**src/soil_moisture_irrigation_control_assert.svh**
```systemverilog
// assertion macros for the irrigation controller
// expects clk and rst_n in the scope of every use; no other dependencies
`ifndef SOIL_MOISTURE_IRRIGATION_CONTROL_ASSERT_SVH
`define SOIL_MOISTURE_IRRIGATION_CONTROL_ASSERT_SVH

// condition holds at every clock edge out of reset
`define SMIC_ASSERT_ALWAYS(lbl, cond, msg) \
  lbl: assert property (@(posedge clk) disable iff (!rst_n) (cond)) else $error(msg);

// trigger in a cycle implies outcome in the next
`define SMIC_ASSERT_NEXT(lbl, trig, outcome, msg) \
  lbl: assert property (@(posedge clk) disable iff (!rst_n) (trig) |=> (outcome)) \
    else $error(msg);

`endif

```
**src/smic_pkg.sv**
```systemverilog
// shared types, codes and arithmetic helpers of the irrigation controller
// no dependencies; used by smic_debounce and soil_moisture_irrigation_control
package smic_pkg;

  // request codes
  localparam logic [1:0] OP_TICK  = 2'd0;
  localparam logic [1:0] OP_PUMP  = 2'd1;
  localparam logic [1:0] OP_SETPT = 2'd2;

  // message kinds
  localparam logic [2:0] KIND_STATUS    = 3'd0;
  localparam logic [2:0] KIND_TANK_LOW  = 3'd1;
  localparam logic [2:0] KIND_TANK_HIGH = 3'd2;
  localparam logic [2:0] KIND_MOISTURE  = 3'd3;
  localparam logic [2:0] KIND_SETPOINT  = 3'd4;

  // configuration register indexes
  localparam logic [2:0] CFG_DOSE     = 3'd0;
  localparam logic [2:0] CFG_SAMPLE   = 3'd1;
  localparam logic [2:0] CFG_REPORT   = 3'd2;
  localparam logic [2:0] CFG_SP_MIN   = 3'd3;
  localparam logic [2:0] CFG_SP_MAX   = 3'd4;

  localparam logic [23:0] MAX24 = 24'hFFFFFF;
  localparam logic [15:0] MAX16 = 16'hFFFF;
  localparam int          NSLOT = 6;

  // one outgoing message
  typedef struct packed {
    logic [2:0] kind;
    logic [6:0] value;
    logic       pump_on;
  } msg_t;

  // debounced pin status toward the top level
  typedef struct packed {
    logic flag;
    logic flag_nxt;
    logic chg;
  } dbn_t;

  function automatic msg_t mk_msg(logic [2:0] kind, logic [6:0] value, logic pump_on);
    msg_t m;
    m.kind    = kind;
    m.value   = value;
    m.pump_on = pump_on;
    return m;
  endfunction

  // (670-adc)*100/393 truncated, clamped to 0..100
  // quotient via reciprocal 66704/2^18, exact for d up to 396
  function automatic logic [6:0] percent_of(logic [9:0] adc);
    logic [9:0]  d;
    logic [26:0] prod;
    logic [6:0]  p;
    d    = 10'(11'd670 - {1'b0, adc});
    prod = 27'(d) * 27'd66704;
    if (adc >= 10'd670) begin
      p = 7'd0;
    end else if (d >= 10'd397) begin
      p = 7'd100;
    end else begin
      p = prod[24:18];
    end
    return p;
  endfunction

  // y/11 for y up to 1100, reciprocal 1490/2^14
  function automatic logic [6:0] div11(logic [10:0] y);
    logic [21:0] prod;
    prod = 22'(y) * 22'd1490;
    return prod[20:14];
  endfunction

  // start condition of a watering attempt
  function automatic logic start_ok(logic tank_low, logic [6:0] avg,
                                    logic [6:0] sp_min, logic [6:0] sp);
    return !tank_low && (avg > sp_min) && (avg < sp);
  endfunction

endpackage

```
**src/smic_debounce.sv**
```systemverilog
// stable-count debouncer for one pin: the flag follows the pin after
// TICKS consecutive differing ticks; depends on smic_pkg (dbn_t)
module smic_debounce #(
  parameter int TICKS = 10
) (
  input  logic          clk,
  input  logic          rst_n,
  input  logic          en,
  input  logic          pin,
  output smic_pkg::dbn_t st
);

  localparam int CntW = $clog2(TICKS + 1);

  logic            flag_r, flag_nxt;
  logic [CntW-1:0] cnt_r, cnt_nxt;
  logic [CntW:0]   sum;
  logic            chg;

  // count ticks on which the pin differs from the flag
  always_comb begin
    sum      = {1'b0, cnt_r} + (CntW+1)'(1);
    flag_nxt = flag_r;
    cnt_nxt  = cnt_r;
    chg      = 1'b0;
    if (en) begin
      if (pin == flag_r) begin
        cnt_nxt = '0;
      end else if (sum >= (CntW+1)'(TICKS)) begin
        cnt_nxt  = '0;
        flag_nxt = pin;
        chg      = 1'b1;
      end else begin
        cnt_nxt = sum[CntW-1:0];
      end
    end
  end

  always_ff @(posedge clk) begin
    if (!rst_n) begin
      flag_r <= 1'b0;
      cnt_r  <= '0;
    end else begin
      flag_r <= flag_nxt;
      cnt_r  <= cnt_nxt;
    end
  end

  assign st.flag     = flag_r;
  assign st.flag_nxt = flag_nxt;
  assign st.chg      = chg;

endmodule

```
**src/soil_moisture_irrigation_control.sv**
```systemverilog
// irrigation pump controller top level: input register, one-pass update, message buffer
// depends on smic_pkg, smic_debounce and soil_moisture_irrigation_control_assert.svh
//
//   channel  direction  handshake          payload
//   in_      slave      tvalid / tready    tuser: op; tdata: adc, floats, button, pump req, setpoint
//   out_     master     tvalid / tready    tdata: value, pump_on; tuser: kind; tlast
//   cfg_     write      cfg_we             cfg_addr, cfg_wdata
//
// a request passes the input register and is worked out once the message buffer
// is free, its messages then registered in the buffer, which sends its 0 to 5
// messages one per cycle while out_tready is high; a new request is taken every
// cycle when each yields at most one message and out_tready is high (the single
// output beat sets the rate). reset is synchronous and active low; no clearing pass.
// out_tready low holds the buffer and, once the input register is full, in_tready.
module soil_moisture_irrigation_control #(
  parameter int DEBOUNCE_TICKS = 10
) (
  input  logic        clk,
  input  logic        rst_n,
  // request stream
  input  logic        in_tvalid,
  output logic        in_tready,
  input  logic [1:0]  in_tuser,   // op[1:0]
  input  logic [31:0] in_tdata,   // adc_sample[9:0], tank_low_pin[10], tank_high_pin[11],
                                  // button_pin[12], pump_request[13],
                                  // setpoint_value[29:14]
  // message stream
  output logic        out_tvalid,
  input  logic        out_tready,
  output logic [7:0]  out_tdata,  // msg_value[6:0], pump_on[7]
  output logic [2:0]  out_tuser,  // msg_kind[2:0]
  output logic        out_tlast,
  // configuration writes
  input  logic        cfg_we,
  input  logic [2:0]  cfg_addr,
  input  logic [23:0] cfg_wdata
);

  localparam int NS = smic_pkg::NSLOT;

  // configuration registers
  logic [23:0] dose_r;
  logic [15:0] sample_r;
  logic [23:0] report_r;
  logic [6:0]  sp_min_r;
  logic [6:0]  sp_max_r;

  // input register
  logic               s1_vld_r;
  logic [1:0]         s1_op_r;
  logic [6:0]         s1_pct_r;
  logic               s1_low_r, s1_high_r, s1_btn_r, s1_preq_r;
  logic signed [15:0] s1_spv_r;
  logic               in_fire, s1_adv, buf_free, is_tick;

  // controller state
  logic        pump_r, pump_nxt;
  logic [23:0] el_r, el_nxt;
  logic [15:0] ss_r, ss_nxt;
  logic [23:0] sr_r, sr_nxt;
  logic [6:0]  avg_r, avg_nxt;
  logic [6:0]  sp_r, sp_nxt;

  // message buffer
  logic [NS-1:0]  vld_r, vld_nxt, mask, first;
  smic_pkg::msg_t slot_r   [NS];
  smic_pkg::msg_t slot_nxt [NS];
  smic_pkg::msg_t cur;
  logic           out_fire, one_left;

  smic_pkg::dbn_t dl, dh, db;

  // configuration writes
  always_ff @(posedge clk) begin
    if (!rst_n) begin
      dose_r   <= 24'd9500;
      sample_r <= 16'd1000;
      report_r <= 24'd60000;
      sp_min_r <= 7'd10;
      sp_max_r <= 7'd80;
    end else if (cfg_we) begin
      case (cfg_addr)
        smic_pkg::CFG_DOSE:   dose_r   <= cfg_wdata;
        smic_pkg::CFG_SAMPLE: sample_r <= cfg_wdata[15:0];
        smic_pkg::CFG_REPORT: report_r <= cfg_wdata;
        smic_pkg::CFG_SP_MIN: sp_min_r <= cfg_wdata[6:0];
        smic_pkg::CFG_SP_MAX: sp_max_r <= cfg_wdata[6:0];
        default: ;
      endcase
    end
  end

  // handshake between input register and message buffer
  assign first    = vld_r & (~vld_r + NS'(1));
  assign one_left = (vld_r & ~first) == '0;
  assign out_fire = out_tvalid && out_tready;
  assign buf_free = (vld_r == '0) || (out_tready && one_left);
  assign s1_adv   = s1_vld_r && buf_free;
  assign in_tready = !s1_vld_r || buf_free;
  assign in_fire   = in_tvalid && in_tready;
  assign is_tick   = s1_op_r == smic_pkg::OP_TICK;

  // input register; moisture percent is worked out on the way in
  always_ff @(posedge clk) begin
    if (!rst_n) begin
      s1_vld_r <= 1'b0;
    end else if (in_fire) begin
      s1_vld_r <= 1'b1;
    end else if (s1_adv) begin
      s1_vld_r <= 1'b0;
    end
  end

  always_ff @(posedge clk) begin
    if (in_fire) begin
      s1_op_r   <= in_tuser;
      s1_pct_r  <= smic_pkg::percent_of(in_tdata[9:0]);
      s1_low_r  <= in_tdata[10];
      s1_high_r <= in_tdata[11];
      s1_btn_r  <= in_tdata[12];
      s1_preq_r <= in_tdata[13];
      s1_spv_r  <= $signed(in_tdata[29:14]);
    end
  end

  // debouncers for the two floats and the button
  smic_debounce #(.TICKS(DEBOUNCE_TICKS)) u_dbn_low (
    .clk(clk), .rst_n(rst_n), .en(s1_adv && is_tick), .pin(s1_low_r), .st(dl)
  );
  smic_debounce #(.TICKS(DEBOUNCE_TICKS)) u_dbn_high (
    .clk(clk), .rst_n(rst_n), .en(s1_adv && is_tick), .pin(s1_high_r), .st(dh)
  );
  smic_debounce #(.TICKS(DEBOUNCE_TICKS)) u_dbn_btn (
    .clk(clk), .rst_n(rst_n), .en(s1_adv && is_tick), .pin(s1_btn_r), .st(db)
  );

  // one-pass update of the controller; slots in emission order:
  // dose end, low float, high float, button or command, report, auto start
  always_comb begin
    logic btn_try;
    logic [10:0] y;
    pump_nxt = pump_r;
    el_nxt   = el_r;
    ss_nxt   = ss_r;
    sr_nxt   = sr_r;
    avg_nxt  = avg_r;
    sp_nxt   = sp_r;
    mask     = '0;
    btn_try  = 1'b0;
    y        = '0;
    for (int i = 0; i < NS; i++) begin
      slot_nxt[i] = '0;
    end
    if (s1_adv) begin
      case (s1_op_r)
        smic_pkg::OP_TICK: begin
          // dose timer
          if (pump_nxt) begin
            if (el_nxt != smic_pkg::MAX24) begin
              el_nxt = el_nxt + 24'd1;
            end
            if (el_nxt >= dose_r) begin
              pump_nxt    = 1'b0;
              el_nxt      = '0;
              mask[0]     = 1'b1;
              slot_nxt[0] = smic_pkg::mk_msg(smic_pkg::KIND_STATUS, 7'd0, 1'b0);
            end
          end
          // float changes
          if (dl.chg) begin
            mask[1]     = 1'b1;
            slot_nxt[1] = smic_pkg::mk_msg(smic_pkg::KIND_TANK_LOW,
                                           {6'd0, dl.flag_nxt}, pump_nxt);
          end
          if (dh.chg) begin
            mask[2]     = 1'b1;
            slot_nxt[2] = smic_pkg::mk_msg(smic_pkg::KIND_TANK_HIGH,
                                           {6'd0, dh.flag_nxt}, pump_nxt);
          end
          // button press makes a start attempt
          btn_try = db.chg && db.flag_nxt;
          if (btn_try) begin
            mask[3] = 1'b1;
            if (smic_pkg::start_ok(dl.flag_nxt, avg_nxt, sp_min_r, sp_nxt)) begin
              pump_nxt    = 1'b1;
              el_nxt      = '0;
              slot_nxt[3] = smic_pkg::mk_msg(smic_pkg::KIND_STATUS, 7'd1, 1'b1);
            end else begin
              slot_nxt[3] = smic_pkg::mk_msg(smic_pkg::KIND_STATUS, 7'd0, pump_nxt);
            end
          end
          // saturating period timers
          if (ss_nxt != smic_pkg::MAX16) begin
            ss_nxt = ss_nxt + 16'd1;
          end
          if (sr_nxt != smic_pkg::MAX24) begin
            sr_nxt = sr_nxt + 24'd1;
          end
          // moisture filter
          if (!pump_nxt && ss_nxt >= sample_r) begin
            y       = 11'(avg_nxt) * 11'd10 + 11'(s1_pct_r);
            avg_nxt = smic_pkg::div11(y);
            ss_nxt  = '0;
          end
          // report and automatic watering
          if (!pump_nxt && sr_nxt >= report_r) begin
            mask[4]     = 1'b1;
            slot_nxt[4] = smic_pkg::mk_msg(smic_pkg::KIND_MOISTURE, avg_nxt, pump_nxt);
            sr_nxt      = '0;
            if (avg_nxt < sp_nxt && !btn_try) begin
              mask[5] = 1'b1;
              if (smic_pkg::start_ok(dl.flag_nxt, avg_nxt, sp_min_r, sp_nxt)) begin
                pump_nxt    = 1'b1;
                el_nxt      = '0;
                slot_nxt[5] = smic_pkg::mk_msg(smic_pkg::KIND_STATUS, 7'd1, 1'b1);
              end else begin
                slot_nxt[5] = smic_pkg::mk_msg(smic_pkg::KIND_STATUS, 7'd0, pump_nxt);
              end
            end
          end
        end
        smic_pkg::OP_PUMP: begin
          mask[3] = 1'b1;
          if (s1_preq_r && smic_pkg::start_ok(dl.flag, avg_r, sp_min_r, sp_r)) begin
            pump_nxt    = 1'b1;
            el_nxt      = '0;
            slot_nxt[3] = smic_pkg::mk_msg(smic_pkg::KIND_STATUS, 7'd1, 1'b1);
          end else if (s1_preq_r) begin
            slot_nxt[3] = smic_pkg::mk_msg(smic_pkg::KIND_STATUS, 7'd0, pump_r);
          end else begin
            pump_nxt    = 1'b0;
            el_nxt      = '0;
            slot_nxt[3] = smic_pkg::mk_msg(smic_pkg::KIND_STATUS, 7'd0, 1'b0);
          end
        end
        smic_pkg::OP_SETPT: begin
          // clamp, minimum first
          if (s1_spv_r < $signed({9'd0, sp_min_r})) begin
            sp_nxt = sp_min_r;
          end else if (s1_spv_r > $signed({9'd0, sp_max_r})) begin
            sp_nxt = sp_max_r;
          end else begin
            sp_nxt = s1_spv_r[6:0];
          end
          mask[3]     = 1'b1;
          slot_nxt[3] = smic_pkg::mk_msg(smic_pkg::KIND_SETPOINT, sp_nxt, pump_r);
        end
        default: ;
      endcase
    end
  end

  // controller state registers
  always_ff @(posedge clk) begin
    if (!rst_n) begin
      pump_r <= 1'b0;
      el_r   <= '0;
      ss_r   <= '0;
      sr_r   <= '0;
      avg_r  <= '0;
      sp_r   <= 7'd65;
    end else begin
      pump_r <= pump_nxt;
      el_r   <= el_nxt;
      ss_r   <= ss_nxt;
      sr_r   <= sr_nxt;
      avg_r  <= avg_nxt;
      sp_r   <= sp_nxt;
    end
  end

  // message buffer: load a whole request's messages, drain lowest slot first
  always_comb begin
    vld_nxt = vld_r;
    if (s1_adv) begin
      vld_nxt = mask;
    end else if (out_fire) begin
      vld_nxt = vld_r & ~first;
    end
  end

  always_ff @(posedge clk) begin
    if (!rst_n) begin
      vld_r <= '0;
    end else begin
      vld_r <= vld_nxt;
    end
  end

  always_ff @(posedge clk) begin
    if (s1_adv) begin
      for (int i = 0; i < NS; i++) begin
        slot_r[i] <= slot_nxt[i];
      end
    end
  end

  // select the lowest pending slot
  always_comb begin
    cur = '0;
    for (int i = 0; i < NS; i++) begin
      cur = cur | (slot_r[i] & {$bits(smic_pkg::msg_t){first[i]}});
    end
  end

  assign out_tvalid = vld_r != '0;
  assign out_tdata  = {cur.pump_on, cur.value};
  assign out_tuser  = cur.kind;
  assign out_tlast  = one_left;

  // checks
  `include "soil_moisture_irrigation_control_assert.svh"

  `SMIC_ASSERT_ALWAYS(a_avg_range, avg_r <= 7'd100, "moisture average above 100")
  `SMIC_ASSERT_ALWAYS(a_one_start_try, !(vld_r[3] && vld_r[5]),
                      "button and automatic start attempts in one request")
  `SMIC_ASSERT_ALWAYS(a_max_msgs, $countones(vld_r) <= 5, "more than five messages pending")
  `SMIC_ASSERT_NEXT(a_stop_cmd, s1_adv && s1_op_r == smic_pkg::OP_PUMP && !s1_preq_r,
                    !pump_r && el_r == '0, "stop command left pump running")

endmodule

```
**config.mk**
```make
export PLATFORM = sky130hd
export DESIGN_NAME = soil_moisture_irrigation_control
export DESIGN_NICKNAME = d
export VERILOG_FILES = /design/src/smic_pkg.sv /design/src/smic_debounce.sv /design/src/soil_moisture_irrigation_control.sv
export VERILOG_INCLUDE_DIRS = /design/src /design/src/src
export SDC_FILE = /design/constraint.sdc
export NUM_CORES = 1
export LEC_CHECK = 0
export BUFFER_PORTS_ARGS = -buffer_cell sky130_fd_sc_hd__buf_4
export CORE_ASPECT_RATIO = 0.6
export CORE_MARGIN = 4
export CORE_UTILIZATION = 41
export DETAILED_ROUTE_END_ITERATION = 8
export HOLD_SLACK_MARGIN = 0.03
export PLACE_DENSITY = 0.59
export SKIP_CTS_REPAIR_TIMING = 1
export SLEW_MARGIN = 10
export SYNTH_ARGS = -nofsm -noshare
export SYNTH_HDL_FRONTEND = slang
export SYNTH_SLANG_ARGS = --single-unit
```
**constraint.sdc**
```tcl
create_clock -name clk -period 8.29 [get_ports clk]
set_input_delay 0.4145 -clock clk [delete_from_list [all_inputs] [get_ports clk]]
set_output_delay 0.4145 -clock clk [all_outputs]
set_load 0.02 [all_outputs]
```
==> run_results.csv <==
group,metric,value,unit
detailed_routing,vias,14400,
power_and_ir_drop,power.switching,1.37,mW
detailed_routing,detail_route.wl_per_cell,17.2,um
logic_synthesis,synthAdderAreaFrac,22.0,%
cells_and_area,multi_input_area,11200,um2
floorplanning,start_util,42.0,%
timing,fin_skew,22.6,ps
timing,finalCriticalPeriod,8290,ps
logic_synthesis,avgSynthCellArea,8.53,um2
logic_synthesis,syn_area,17200,um2
grt,grt_max_degree,100,
power_and_ir_drop,vdd_drop_max,239,uV
detailed_routing,drc,0,
logic_synthesis,synth_xor_area_share,4.80,%
logic_synthesis,synth_warnings,0,
cells_and_area,fin_nets,2440,
placed_design,place_congestion,0.860,
setup_path,cp_max_fo,8,
floorplanning,die_area,45300,um2
clock_network,numCtsBuffers,24,
detailed_routing,drt_iter0_drc,1239,
logic_synthesis,ys_seq_area_share,30.5,%
setup_path,start_kind,"flop",
logic_synthesis,synth_top_area_share,20.9,%
timing,rsz0062_at_grt,"true",
setup_path,worstPathRequired,8700,ps
detailed_routing,ant_nets,0,
timing,finalMaxSlewViolations,0,
clock_network,insertion_delay,540,ps
detailed_routing,routed_via_density,5.37,
status,status,"finished clean",
floorplanning,row_count,57,
power_and_ir_drop,power.total,4.04,mW
cells_and_area,fillerInstances,3818,
setup_path,cp-end-kind,"flop",
power_and_ir_drop,p_int,2.68,mW
setup_path,cp.arrival,8700,ps
placed_design,dp_hpwl,34.6,mm
grt,gr-usage-met2,26.1,%
timing,setup_ws,4.78,ps
grt,grt_pass1_vias,13300,
grt,met3_usage,3.41,%
logic_synthesis,yosys-mux-area-fraction,1.80,%
power_and_ir_drop,power.share.combinational,40.3,%
timing,timing_worst_slew_pin_value,1110,ps
floorplanning,dieHeight,166,um
logic_synthesis,synth.net_count,2359,
min_path,holdCritPathClass,"in -> reg",
timing,finalCritPeriodShare,99.9,%
power_and_ir_drop,power_frac_seq,30.4,%
setup_path,cpMaxStageDelayCell,"fa_2",
clock_network,clock-sinks,234,
logic_synthesis,yosysMostFrequentCell,"nand2_1",
placed_design,preCtsSetupSlack,-319,ps
timing,clock.fmax,121,MHz
grt,grt_use_total,19.4,%
clock_network,clk_pin_slew,60,ps
cells_and_area,drive_gt1_share,12.6,%
clock_network,clk_path_buf_depth,3,
detailed_routing,finalWirelength,45.8,mm
power_and_ir_drop,clkPwrFrac,29.3,%
setup_path,critPathMostFrequentCell,"ha_4",
cells_and_area,register_area,5240,um2
floorplanning,core-area,40900,um2
logic_synthesis,synth_cell_types,80,
timing,slew_headroom,26.1,%
setup_path,criticalPathCategory,"reg -> reg",
placed_design,io_buffers,77,
logic_synthesis,synth_compound_area_share,16.2,%
timing,finalHoldViolations,0,
cells_and_area,area_growth,15.4,%
floorplanning,ios,80,
clock_network,root_buffer,"clkbuf_16",
logic_synthesis,synth_top_area_cell,"dfxtp_1",
logic_synthesis,ys_top_cells_by_area,"dfxtp_1 21%, ha_1 18%, edfxtp_1 9.6%",
power_and_ir_drop,p_leak,8.59,nW
clock_network,htree_levels,1,
logic_synthesis,ys_top_cells_by_count,"257 x nand2_1, 247 x ha_1, 200 x inv_1",
setup_path,cpPeakStageDelay,530,ps
logic_synthesis,ys_async_sr_fraction,0,%
logic_synthesis,synth_ff_type,"dfxtp_1",
clock_network,cts_tree,"built",
power_and_ir_drop,swShare,33.8,%
logic_synthesis,yosys.area_share.simple,18.5,%
logic_synthesis,ys_ff_latch,234,
grt,met1_usage,32.2,%
logic_synthesis,synth-edff-count,55,
grt,grt-ovfl-total,0,
grt,grt_busiest_layer,"met1",
flow_run,maxCapViolations,0,
logic_synthesis,synth_top_family_by_area,"adder cells",
detailed_routing,drt-pass1-iter-count,5,
grt,grt_pass1_wl,72.3,mm
power_and_ir_drop,powerDensity,204,nW/um2
timing,report.final.setup_viol,0,
floorplanning,fp.dieW,272,um
grt,antenna_found_initial,0,
logic_synthesis,synth_cells,2012,
cells_and_area,n_antenna_cell,0,
## cell families (layout without fill, tap and decap cells)
logic type,count (synthesis),count (layout)
buffers and inverters,278,377
muxes,29,29
adders and majority gates,282,282
and+or+nand+nor,655,655
xor gates and xnor gates,94,94
other,1,1
DFF,234,234
AOI/OAI and AO/OA,439,439
## final timing paths
kind                              startpoint           end  slack, ps  cells past startpoint
worst max-delay path                avg_r[3]      el_r[22]          5                     33
worst min-delay path            in_tdata[29]  s1_spv_r[15]         60                      1
worst min register to register   sample_r[4]   sample_r[4]        460                      2
worst max register to register      avg_r[3]      el_r[22]          5                     33
## state kept, by name (all words and copies together) (netlist names), 16 cells and up
name,flops
dose_r,24
el_r,24
report_r,24
s1_spv_r,16
sample_r,16
slot_r,26
sr_r,24
ss_r,16
## per-layer routing
layer  vias up  wire length [um]
met5         -                 0
met4         0               500
met3        39              2880
met2       318             17700
met1      6803             24700
li1       7190                 -
## cells in the final DEF, fill, tap and decap left out, types with 18 or more instances in the layout
cell type,instances
a21o_1,26
a21oi_1,162
buf_4,125
clkbuf_16,27
dfxtp_1,176
edfxtp_1,55
fa_1,33
ha_1,236
inv_1,197
nand2_1,257
nand3_1,46
nand3b_1,18
nand4_1,30
nor2_1,132
nor2b_1,18
nor3_1,21
o211ai_1,28
o21a_1,19
o21ai_0,67
xnor2_1,55
xor2_1,35
## through the flow
| stage | instances | utilization [%] | area (um2) | setup TNS, ps | hold WS [ps] |
|---|---|---|---|---|---|
| floorplan | 2012 | - | 17200 | 0 | 436 |
| global placement | 2620 | 45.4 | 18600 | -2440 | 443 |
| detailed placement | 2620 | 45.4 | 18600 | -7360 | 448 |
| CTS | 2664 | 47.5 | 19400 | -7450 | 26.6 |
| global route | 2671 | 48.5 | 19800 | -4380 | 30.2 |
| finish | 2671 | 48.5 | 19800 | 0 | 58.9 |
## area by class of cell
class / count / share of cell area (%)
clock buffer: 33 / 3.56
clock inverter: 11 / 0.784
inverter: 202 / 3.84
tap: 560 / 3.54
sequential: 234 / 26.5
timing repair buffer: 131 / 5.24
multi-input combinational: 1500 / 56.6
## worst max-delay path: cells and delay by family, from the launching register on
kind                       cells  cell delay (ps)
AOI/OAI and AO/OA              9             2180
adders and majority gates     11             3920
and+or+nand+nor                3              460
muxes                          2              580
DFF                            1              340
buffers and inverters          7              520
xor gates and xnor gates       1              180
## power groups by stage
stage               sequential [mW]  combinational (mW)  clock (mW)
floorplan                      1.24               0.975           0
global placement               1.25                1.31           0
detailed placement             1.26                1.35           0
CTS                            1.23                1.35        1.21
global route                   1.23                1.86        1.25
finish                         1.23                1.63        1.18
Power figures use the tool's default switching activity.
